===== config.mk =====
export PLATFORM = sky130hd
export DESIGN_NAME = onewire_temp_read_sequencer_unit
export DESIGN_NICKNAME = d
export VERILOG_FILES = /design/src/rtl/core/otrs_pkg.sv /design/src/rtl/core/otrs_seq.sv /design/src/rtl/core/onewire_temp_read_sequencer_unit.sv
export SDC_FILE = /design/constraint.sdc
export NUM_CORES = 1
export LEC_CHECK = 0
export ABC_AREA = 1
export BUFFER_PORTS_ARGS = -buffer_cell sky130_fd_sc_hd__buf_2
export CORE_MARGIN = 2
export CORE_UTILIZATION = 55
export DETAILED_ROUTE_END_ITERATION = 12
export PLACE_DENSITY = 0.82
export SYNTH_ARGS = -nofsm -noshare
export SYNTH_HDL_FRONTEND = slang
export SYNTH_SLANG_ARGS = --single-unit

===== constraint.sdc =====
create_clock -name clk -period 2.45 [get_ports clk]
set_input_delay 0.245 -clock clk [delete_from_list [all_inputs] [get_ports clk]]
set_output_delay 0.245 -clock clk [all_outputs]
set_load 0.005 [all_outputs]

===== src/rtl/core/otrs_pkg.sv =====
package otrs_pkg;

  localparam int WORD_BITS  = 16;
  localparam int RECV_W     = $clog2(WORD_BITS + 1);
  localparam int SEND_W     = 4;
  localparam int TEMP_W     = 8;
  // whole degrees come from word bits [7:1]
  localparam int DEG_W      = TEMP_W - 1;
  localparam int LINES      = 2;

  localparam logic [7:0] BYTE_SKIP_ROM = 8'hCC;
  localparam logic [7:0] BYTE_CONVERT  = 8'h44;
  localparam logic [7:0] BYTE_READ_SP  = 8'hBE;
  localparam logic [TEMP_W-1:0] TEMP_ERR = 8'hFF;

  localparam logic CMD_MEASURE = 1'b0;
  localparam logic CMD_READ    = 1'b1;

  typedef enum logic [3:0] {
    PH_IDLE      = 4'd0,
    PH_RESET1    = 4'd1,
    PH_PRESENCE1 = 4'd2,
    PH_SKIP1     = 4'd3,
    PH_CONVERT   = 4'd4,
    PH_POLL      = 4'd5,
    PH_RESET2    = 4'd6,
    PH_PRESENCE2 = 4'd7,
    PH_SKIP2     = 4'd8,
    PH_READ_SP   = 4'd9,
    PH_RECV      = 4'd10,
    PH_OK        = 4'd11,
    PH_ERR       = 4'd12
  } phase_t;

  typedef enum logic [2:0] {
    ACT_NONE     = 3'd0,
    ACT_RESET    = 3'd1,
    ACT_PRESENCE = 3'd2,
    ACT_WRITE    = 3'd3,
    ACT_READ     = 3'd4,
    ACT_RELEASE  = 3'd5
  } act_t;

  typedef struct packed {
    phase_t                    status;
    act_t                      bus_action;
    logic                      write_value;
    logic signed [TEMP_W-1:0]  temperature;
  } result_t;

endpackage


===== src/rtl/core/otrs_seq.sv =====
module otrs_seq (
  input  logic                   clk,
  input  logic                   rst,
  input  logic                   fire,
  input  logic                   command,
  input  logic [1:0]             sensor_select,
  input  logic [1:0]             line_sample,
  output otrs_pkg::result_t      res
);
  import otrs_pkg::*;

  phase_t                    phase, phase_next;
  logic [SEND_W-1:0]         send_cnt, send_cnt_next;
  logic [RECV_W-1:0]         recv_cnt, recv_cnt_next;
  logic [DEG_W-1:0]          shift [LINES];
  logic [DEG_W-1:0]          shift_next [LINES];
  logic [DEG_W-1:0]          stored [LINES];
  logic [DEG_W-1:0]          stored_next [LINES];
  logic [7:0]                cur_byte;
  logic [2:0]                bit_pos;

  always_ff @(posedge clk) begin
    if (rst) begin
      phase    <= PH_IDLE;
      send_cnt <= '0;
      recv_cnt <= '0;
      for (int i = 0; i < LINES; i++) begin
        shift[i]  <= '0;
        stored[i] <= '0;
      end
    end else if (fire) begin
      phase    <= phase_next;
      send_cnt <= send_cnt_next;
      recv_cnt <= recv_cnt_next;
      for (int i = 0; i < LINES; i++) begin
        shift[i]  <= shift_next[i];
        stored[i] <= stored_next[i];
      end
    end
  end

  always_comb begin
    case (phase)
      PH_CONVERT: cur_byte = BYTE_CONVERT;
      PH_READ_SP: cur_byte = BYTE_READ_SP;
      default:    cur_byte = BYTE_SKIP_ROM;
    endcase
  end

  // bit slot 1..7 of the word lands at degree bit 0..6
  assign bit_pos = recv_cnt[2:0] - 3'd1;

  always_comb begin
    phase_next    = phase;
    send_cnt_next = send_cnt;
    recv_cnt_next = recv_cnt;
    for (int i = 0; i < LINES; i++) begin
      shift_next[i]  = shift[i];
      stored_next[i] = stored[i];
    end
    res.status      = phase;
    res.bus_action  = ACT_NONE;
    res.write_value = 1'b0;
    res.temperature = '0;

    if (command == CMD_MEASURE) begin
      case (phase)
        PH_IDLE, PH_RESET1: begin
          res.bus_action = ACT_RESET;
          phase_next     = PH_PRESENCE1;
        end
        PH_RESET2: begin
          res.bus_action = ACT_RESET;
          phase_next     = PH_PRESENCE2;
        end
        PH_PRESENCE1, PH_PRESENCE2: begin
          res.bus_action = ACT_PRESENCE;
          if (line_sample != 2'b00) begin
            phase_next = PH_ERR;
          end else if (phase == PH_PRESENCE1) begin
            phase_next = PH_SKIP1;
          end else begin
            phase_next = PH_SKIP2;
          end
        end
        PH_SKIP1, PH_CONVERT, PH_SKIP2, PH_READ_SP: begin
          if (send_cnt < SEND_W'(8)) begin
            res.bus_action  = ACT_WRITE;
            res.write_value = cur_byte[send_cnt[2:0]];
            send_cnt_next   = send_cnt + SEND_W'(1);
          end else begin
            res.bus_action = ACT_RELEASE;
            send_cnt_next  = '0;
            phase_next     = phase_t'(phase + 4'd1);
          end
        end
        PH_POLL: begin
          res.bus_action = ACT_READ;
          if (line_sample[0]) begin
            phase_next = PH_RESET2;
          end
        end
        PH_RECV: begin
          if (recv_cnt < RECV_W'(WORD_BITS)) begin
            res.bus_action = ACT_READ;
            recv_cnt_next  = recv_cnt + RECV_W'(1);
            for (int i = 0; i < LINES; i++) begin
              if (recv_cnt == '0) begin
                shift_next[i] = '0;
              end else if (recv_cnt < RECV_W'(TEMP_W)) begin
                shift_next[i][bit_pos] = line_sample[i];
              end
            end
          end else begin
            recv_cnt_next = '0;
            phase_next    = PH_OK;
            for (int i = 0; i < LINES; i++) begin
              stored_next[i] = shift[i];
            end
          end
        end
        default: begin
        end
      endcase
    end else begin
      if (sensor_select[1] == 1'b0) begin
        if (phase == PH_ERR) begin
          phase_next      = PH_IDLE;
          res.temperature = TEMP_ERR;
        end else begin
          if (phase == PH_OK) begin
            phase_next = PH_IDLE;
          end
          res.temperature = {1'b0, stored[sensor_select[0]]};
        end
      end
    end
    res.status = phase_next;
  end

endmodule


===== src/rtl/core/onewire_temp_read_sequencer_unit.sv =====
// Channel | Handshake           | Payload
// in      | in_valid / in_stall | command, sensor_select, line_sample
// out     | out_valid/out_stall | status, bus_action, write_value, temperature
//
// One transaction per cycle sustained while the result is not stalled; a transaction
// passes the input register, then the sequencer step into the result register.
// Synchronous active-high rst returns the sequence to idle and clears counters,
// shift words and stored readings.
// A stalled result holds; the input register keeps taking a transaction while
// the result register is free or is being drained the same cycle.
module onewire_temp_read_sequencer_unit (
  input  logic                          clk,
  input  logic                          rst,
  input  logic                          in_valid,
  output logic                          in_stall,
  input  logic                          command,
  input  logic [1:0]                    sensor_select,
  input  logic [1:0]                    line_sample,
  output logic                          out_valid,
  input  logic                          out_stall,
  output logic [3:0]                    status,
  output logic [2:0]                    bus_action,
  output logic                          write_value,
  output logic signed [otrs_pkg::TEMP_W-1:0] temperature
);
  import otrs_pkg::*;

  logic        s1_valid;
  logic        s1_command;
  logic [1:0]  s1_sel;
  logic [1:0]  s1_lines;
  logic        advance;
  logic        fire;
  logic        in_take;
  result_t     step_res;
  result_t     out_res;

  assign advance  = !out_valid || !out_stall;
  assign fire     = s1_valid && advance;
  assign in_stall = s1_valid && !advance;
  assign in_take  = in_valid && !in_stall;

  always_ff @(posedge clk) begin
    if (rst) begin
      s1_valid  <= 1'b0;
      out_valid <= 1'b0;
    end else begin
      if (in_take) begin
        s1_valid <= 1'b1;
      end else if (fire) begin
        s1_valid <= 1'b0;
      end
      if (fire) begin
        out_valid <= 1'b1;
      end else if (!out_stall) begin
        out_valid <= 1'b0;
      end
    end
  end

  always_ff @(posedge clk) begin
    if (in_take) begin
      s1_command <= command;
      s1_sel     <= sensor_select;
      s1_lines   <= line_sample;
    end
    if (fire) begin
      out_res <= step_res;
    end
  end

  otrs_seq u_seq (
    .clk           (clk),
    .rst           (rst),
    .fire          (fire),
    .command       (s1_command),
    .sensor_select (s1_sel),
    .line_sample   (s1_lines),
    .res           (step_res)
  );

  assign status      = out_res.status;
  assign bus_action  = out_res.bus_action;
  assign write_value = out_res.write_value;
  assign temperature = out_res.temperature;

endmodule


# ---- Yosys cells after proc, flatten, opt, wreduce, memory -nomap -nowiden
# Memory sizes are Yosys's and may differ from the RTL's. A register that Yosys moved wholly into a read port is not among the register bits.
# Index checks and enable logic that the tools add are counted.
dict set report word_totals {
  input_bits 9
  out_inout_bits 18
  n_memories 2
  ff_bits 36
  elab_cells 116
  ram_bits 28
}
dict set report classes {
  n_lt_le_gt_ge 6
  mux 47
  n_eq_ne 16
  bitwise 7
  n_reduce_logical 22
  addsub 4
}
# name depth width rd rd_ports_with_merged_regs write_ports line_no
set mem_list {}
lappend mem_list {u_seq.shift 2 7 2 0 2 otrs_seq.sv:15} ;# logic [DEG_W-1:0] shift [LINES];
lappend mem_list {u_seq.stored 2 7 1 1 2 otrs_seq.sv:17} ;# logic [DEG_W-1:0] stored [LINES];
# op n
set ops {}
lappend ops {{two-way mux 14 bit} 6}
lappend ops {{two-way mux 7 bit} 8}
lappend ops {{two-way mux 4 bit} 10}
lappend ops {{case mux 4 bit (6 select lines)} 1}
lappend ops {{equality test 4 bit (second input constant)} 5}
lappend ops {{equality test 4 x 3 -> 1 bit (second input constant)} 4}
lappend ops {{case mux 8 bit (2 select lines)} 1}
lappend ops {{case mux 3 bit (5 select lines)} 1}
lappend ops {{bitwise mux 7 bit} 2}
lappend ops {{two-way mux 1 bit} 12}
lappend ops {{adder 4 x 1 -> 4 bit (second input constant)} 2}
lappend ops {{equality test 4 x 2 -> 1 bit (second input constant)} 2}
lappend ops {{< comparator 3 x 4 -> 1 bit (second input constant)} 2}
lappend ops {{two-way mux 8 bit} 1}
lappend ops {{two-way mux 3 bit} 2}
lappend ops {{AND reduction 3 bit} 2}
lappend ops {{OR reduction 2 bit} 3}
lappend ops {{OR reduction 3 bit} 2}
lappend ops {{adder 5 x 1 -> 5 bit (second input constant)} 1}
lappend ops {{logical NOT 5 bit} 1}
lappend ops {{< comparator 5 x 4 -> 1 bit (second input constant)} 1}
lappend ops {{< comparator 5 bit (second input constant)} 1}
lappend ops {{two-way mux 5 bit} 1}
lappend ops {{equality test 4 x 1 -> 1 bit (second input constant)} 1}
lappend ops {{18 further kinds} 30}

# ---- Logic depth before layout (Yosys ltp)
# Gate-level depths: netlist of run 1.
dict set report depth {
  ltp_word 12
  ltp_mapped 14
  mapped_depth_nobuf 14
}

# ---- Hierarchy
# From an unflattened synthesis of run 1, not the netlist that was laid out.
dict set report unflattened {
  cells_unflattened 354
  hier_area_um2 3211.8
}
# module area_each_um2 cells_each seq_area_each_um2 n_inst
set modules_own_cells {}
lappend modules_own_cells {otrs_seq 2489.9 321 1101.1 1}
lappend modules_own_cells {onewire_temp_read_sequencer_unit 721.9 33 670.6 1}

# ---- Least setup slack after synthesis of run 1
# OpenSTA, ideal clock, no wires.
dict set report synth_timing {
  kind {register -> register}
  start {register, netlist name u_seq.phase[0]}
  end {memory u_seq.shift[0][0] (netlist bit), enable pin}
  arrival_ns 1.409
  required_ns 2.089
  path_buffers 0
  synth_period_minus_slack_ns 1.769
  stages_incl_launch_ff 7
  path_slack_ns 0.681
  setup_time_ns 0.361
  path_cell_list {dfxtp_1 -> inv_1 -> ha_1 -> nand3_4 -> nor2_8 -> nand2_1 -> nand2_1}
}
# item line_no
set synth_lines {}
lappend synth_lines {{end: declaration} otrs_seq.sv:15}

==> flow_summary.ini, run 1 <==
[detailed_routing]
wirelength_um = 6530
via_per_inst = 5.32
wl_per_cell_um = 13.8
vias = 2515
drtIter0Drc = 258
drc = 0
ant_nets = 0
firstDrtPassIters = 5

[critical_path]
crit_slowest_cell = nand2_1
arrival_ns = 2.02
cp.required_ns = 2.44
end_kind = flip-flop
cpPeakStageDelay_ns = 0.42
path_common_cell = nand2_1
crit_fanout = 14
crit_type = reg -> reg
startpoint_type = flip-flop
r2r_start = u_seq.phase[0]$_SDFFE_PP0N_
crit_chain = inv_1 > ha_1 > nand3_4 > nor2_8 > nand2_1 > nand2_1
cp-startpoint = u_seq.phase[0]$_SDFFE_PP0N_

[timing]
rsz0062_at_grt = false
relSlewSlack_pct = 63.3
setup_tns_ns = 0
finalHoldViolCount = 0
max_freq_ghz = 0.493
layout_setup_ws_ns = 0.423
final.period_utilization_pct = 82.7
worst_pin_slew_ns = 0.549
period_needed_ns = 2.03
finClkSkew_ns = 0.00657
drv_slew = 0
finalSetupViolCount = 0

[final_layout]
multi_input_area_mm2 = 0.00129
area_growth_pct = 10.8
fin_nets = 411
n_antenna_cell = 0
final_util_pct = 62.3
fillCellCount = 478
layout.cells.non_filler = 473
ff_latch_area_mm2 = 0.00179
drive_gt1_share_pct = 17.6

[placed_design]
dp_cells = 457
place_hpwl_um = 4790
post-place-ws_ns = 0.448
numPortBuffers = 26
routabilityCongestion = 0.965

[synth]
syn_nets = 379
async_flop_share_pct = 0
ys.flop_type = edfxtp_1
synth_seq_cells = 65
yosys_warnings = 0
synth_top_family_by_area = simple AND/OR/NAND/NOR gates
synth_xor_area_share_pct = 0.529
post-synth-top-count-cell = nor2_1
synth_compound_area_share_pct = 9.26
post-synth-top-area-fraction_pct = 44.4
synth_edf_count = 49
yosysSeqAreaShare_pct = 54.1
synthSimpleGateAreaFrac_pct = 25.9
synthMuxAreaShare_pct = 0
avgSynthCellArea_um2 = 9.17
synthAdderAreaFrac_pct = 3.40
synthCells = 361
synthTopCellsByArea = edfxtp_1 (44%), dfxtp_1 (9.7%), nor2_1 (8.5%)
synth_largest_area_cell = edfxtp_1
yosys-top-cells-count = nor2_1 (75), nand2_1 (57), edfxtp_1 (49), inv_1 (41), nand3_1 (24)
synth_area_mm2 = 0.00331
yosysUniqueCellTypes = 35

[floorplan]
num_rows = 28
ios = 27
die_h_um = 81.6
die_w_um = 81.6
fp.dieArea_mm2 = 0.00666
initial_core_util_pct = 56.3
coreArea_mm2 = 0.00589

[cts]
post_cts_buffers = 0
hold_buffers = 0
cts_root_buf = clkbuf_8
path_clk_slew_ns = 0.07
clkLatencyLatePin_ns = 0.35
htree_levels = 3
cts_resized = 0
cts_tree = built
clock_path_buffers = 2
cts.sinks = 65
cts_inserted_buffers = 9

[status]
status = complete, no violations

[power_and_ir_drop]
p_leak_nw = 1.52
power_density_mw_per_mm2 = 620
vdd_drop_max_v = 0.000383

[grt]
gr-usage-all-layers_pct = 21.8
grt_pass1_wl_um = 10600
antenna_found_initial = 0
grt_max_degree = 22
grt-ovfl-total = 0
first_global_vias = 2276

[hold_path]
min-delay-start = line_sample[1]
hold_path_class = in -> reg

[run]
cap_violations = 0
-- registers in the layout, summed over array words and instances, names as in the netlist, named ones only --
register and cells:
bus_action 3, out_valid 1, s1_command 1, s1_lines 2
s1_sel 2, s1_valid 1, status 4, temperature 8
u_seq.phase 4, u_seq.recv_cnt 5, u_seq.send_cnt 4, u_seq.shift 14
u_seq.stored 14, write_value 1
-- final timing paths --
path	to	slack (ns)	cells past startpoint
setup / recovery	u_seq.shift[0][8]$_SDFFCE_PP0P_	0.42	6
hold / removal	s1_lines[1]$_DFFE_PP_	0.07	1
setup reg to reg	u_seq.shift[0][8]$_SDFFCE_PP0P_	0.42	6
hold reg to reg	flip-flop	0.47	2
-- worst max-delay path, delay by kind of cell (launching register included) --
| kind | cells | cell delay, ns |
|---|---|---|
| adders and majority gates | 1 | 0.28 |
| buffers and inverters | 1 | 0.15 |
| DFF | 1 | 0.40 |
| and+or+nand+nor | 4 | 0.84 |
-- layer usage --
| metal | GRT usage, % | wire, µm |
|---|---|---|
| met5 | 0 | 0 |
| met4 | 10.2 | 145 |
| met3 | 4.73 | 426 |
| met1 | 28.2 | 2920 |
| met2 | 35.0 | 3030 |
-- power by group --
part / leakage [nW] / switching (W) / internal [W]
Clock: 0.0765 / 0.000427 / 0.000362
Combinational: 0.827 / 0.000147 / 0.0000699
Sequential: 0.621 / 0.0000371 / 0.00123
Total: 1.52 / 0.000611 / 0.00166
-- kinds of logic (layout without fill, tap and decap cells) --
group / after synthesis / after routing
flops: 65 / 65
compound gates: 50 / 50
simple gates: 183 / 183
xor+xnor: 2 / 2
buf+inv: 52 / 89
fa+ha+maj: 9 / 9
-- metrics by stage --
step                total power [W]  instance area (µm²)  hold WS (ns)
finish                      0.00227                 3670        0.0730
detailed placement          0.00151                 3500         0.424
global route                0.00238                 3670        0.0659
floorplan                   0.00144                 3310         0.344
global placement            0.00150                 3500         0.424
CTS                         0.00229                 3670        0.0585
-- cells in the final DEF (no fill, tap or decap), types with 2 or more instances in the layout --
cell	instances
nor2_1	75
nand2_1	57
edfxtp_1	49
inv_1	41
buf_2	26
nand3_1	24
dfxtp_1	16
a21oi_1	14
a211oi_1	14
o21ai_0	10
ha_1	9
clkbuf_8	9
o21ai_1	7
nand2_2	6
nand3_2	5
nor2_2	3
nor2_4	3
clkinvlp_4	3
inv_2	2
nand3b_1	2
xor2_1	2
nand4_1	2
clkinv_4	2
clkinv_1	2
buf_4	2
-- layout make-up --
class | count | area share (%)
Clock inverter | 7 | 1.30
Multi-Input combinational cell | 244 | 35.3
Sequential cell | 65 | 48.8
Timing Repair Buffer | 28 | 3.96
Tap cell | 75 | 2.56
Inverter | 45 | 4.71
Clock buffer | 9 | 3.38
Power figures use the tool's default switching activity.
==> run 2: changes to the inputs <==
ABC_AREA = 0   (was 1)
clock period = 2 ns   (was 2.45 ns; I/O delays follow)
==> flow_summary.ini, run 2 <==
[status]
status = complete, but fails checks
violations = setup timing

[placed_design]
numPortBuffers = 26
place_hpwl_um = 5510
routabilityCongestion = 0.940

[detailed_routing]
drt-met1-wl_um = 3490
ant_nets = 0
met2_length_um = 3720
wirelength_um = 8150
firstDrtPassIters = 5
routed.top_layer = met4
vias = 2748
drtIter0Drc = 363
wl_per_cell_um = 17.6
wl_met3_um = 723
via_per_inst = 5.95
drc = 0

[critical_path]
cp-endpoint = status[0]$_DFFE_PN_
crit_fanout = 5
worstSetupPathDepth = 8
r2r_start = u_seq.phase[0]$_SDFFE_PP0N_
end_kind = flip-flop
arrival_ns = 2.14
cp.required_ns = 2.10
cp-startpoint = u_seq.phase[0]$_SDFFE_PP0N_
startpoint_type = flip-flop
crit_slowest_cell = dfxtp_4
reg2reg_to = status[0]$_DFFE_PN_
cpPeakStageDelay_ns = 0.38
rrSetupSlack_ns = -0.04
crit_chain = inv_4 > ha_2 > nand2b_1 > a32oi_4 > buf_4 > o21bai_4 > a211oi_2 > o22ai_2
crit_type = reg -> reg
r2r_cells = 8
crit_family = compound AO/OA/AOI/OAI gates
path_buf_inv = 2

[synth]
post-synth-top-area-fraction_pct = 43.6
yosys_warnings = 0
synth_edf_count = 49
synth_seq_cells = 65
yosys-top-cells-count = edfxtp_1 (49), nor2_1 (23), nand2_1 (22), a21oi_1 (21)
avgSynthCellArea_um2 = 11.0
ys.flop_type = edfxtp_1
yosysUniqueCellTypes = 60
syn_nets = 326
synth_area_mm2 = 0.00338
synthCells = 308
synthTopCellsByArea = edfxtp_1 (44%), dfxtp_1 (9.5%), mux2i_1 (4.1%)
post-synth-top-count-cell = edfxtp_1
async_flop_share_pct = 0
yosysSeqAreaShare_pct = 53.0
synth_largest_area_cell = edfxtp_1

[final_layout]
layout_common_cells = edfxtp_1 (49), buf_4 (46), buf_2 (26)
area_growth_pct = 30.1
final_util_pct = 74.2
fin_nets = 400
drive_gt1_share_pct = 36.4
n_antenna_cell = 0
layout_commonest_cell = edfxtp_1

[grt]
grt-ovfl-total = 0
first_global_vias = 2566
antenna_found_initial = 0
gr-usage-all-layers_pct = 25.5
grt_max_degree = 20
grt_pass1_wl_um = 12600

[floorplan]
initial_core_util_pct = 57.1
die_h_um = 82.4
ios = 27
fp.dieArea_mm2 = 0.00678
coreArea_mm2 = 0.00592
num_rows = 28
die_w_um = 82.4

[hold_path]
hold_path_class = in -> reg

[timing]
period_needed_ns = 2.04
finalHoldViolCount = 0
finClkSkew_ns = 0.0143
worst_pin_slew_ns = 0.529
rsz0062_at_grt = true
setup_tns_ns = -0.102
drv_slew = 0
layout_setup_ws_ns = -0.0409
max_freq_ghz = 0.490
finalSetupViolCount = 5
final.period_utilization_pct = 102
relSlewSlack_pct = 64.8

[cts]
cts_inserted_buffers = 9
clkLatencyLatePin_ns = 0.35
htree_levels = 3
clock_path_buffers = 2
cts_root_buf = clkbuf_8
path_clk_slew_ns = 0.08
cts.sinks = 65
cts_tree = built

[run]
cap_violations = 0

[power_and_ir_drop]
p_leak_nw = 1.67
power_density_mw_per_mm2 = 678
vdd_drop_max_v = 0.000530
run 2: cell types whose count changed after synthesis, sizes merged, moves of 8 or more:
| cell | previous run | this run |
|---|---|---|
| a211oi | 15 | 3 |
| inv | 44 | 13 |
| nand2 | 64 | 23 |
| nor2 | 82 | 24 |
| mux2i | 0 | 14 |
| a21oi | 14 | 22 |
| nand3 | 30 | 16 |
| clkbuf | 1 | 9 |
| and2 | 0 | 14 |
run 2: kinds of logic (layout without fill, tap and decap cells):
group / after synthesis / after routing / synth area share, %
AOI/OAI and AO/OA: 66 / 66 / 14.0
xor gates and xnor gates: 6 / 6 / 1.56
adders and majority gates: 9 / 9 / 3.33
buffers and inverters: 29 / 108 / 3.63
DFF: 65 / 65 / 53.0
muxes: 17 / 17 / 5.15
and+or+nand+nor: 116 / 116 / 19.3
run 2: cell type report:
class	count	area, µm²
inverters	13	56.3
repair buffers	79	572
multi-input cells	214	1680
fillers	383	1530
well taps	75	93.8
flip-flops and latches	65	1800
clock inverters	6	68.8
clock buffers	10	128
run 2: worst min path at each step:
stage | start | to | cells after the start
floorplan | command | s1_command$_DFFE_PP_ | 0
global placement | sensor_select[1] | s1_sel[1]$_DFFE_PP_ | 1
detailed placement | line_sample[1] | s1_lines[1]$_DFFE_PP_ | 1
CTS | line_sample[1] | s1_lines[1]$_DFFE_PP_ | 1
global route | line_sample[1] | s1_lines[1]$_DFFE_PP_ | 1
finish | line_sample[1] | s1_lines[1]$_DFFE_PP_ | 1
run 2: report_power, final:
group	leakage (nW)	switching [W]	internal [W]	total, W
combinational	0.964	0.000165	0.000153	0.000318
clock	0.0964	0.000548	0.000580	0.00113
sequential	0.610	0.0000327	0.00150	0.00153
run 2: stage by stage:
step	power, W	cell area (µm²)	hold slack [ns]	std cells	setup slack (ns)
final	0.00298	4400	0.0285	462	-0.0409
after global routing	0.00308	4400	0.0139	462	-0.0869
after CTS	0.00295	4280	0.0115	458	-0.0160
after detailed placement	0.00182	3930	0.378	437	-0.113
after global placement	0.00181	3930	0.380	437	-0.0742
after floorplan	0.00170	3420	0.299	308	0.0130
run 2: layer usage:
metal  track usage [%]  vias to the layer above
met4              11.8                        0
met5                 0                        -
met2              38.7                      167
met1              34.0                     1274
met3              6.74                       22
li1                  -                     1285
run 2: timing repair:
item / in CTS / in global routing
buffers inserted: 5 / 5
hold buffers: 0 / 0
gates resized for setup: 23 / 18
endpoints found under the setup margin: 11 / 13
pin swaps: 13 / 5
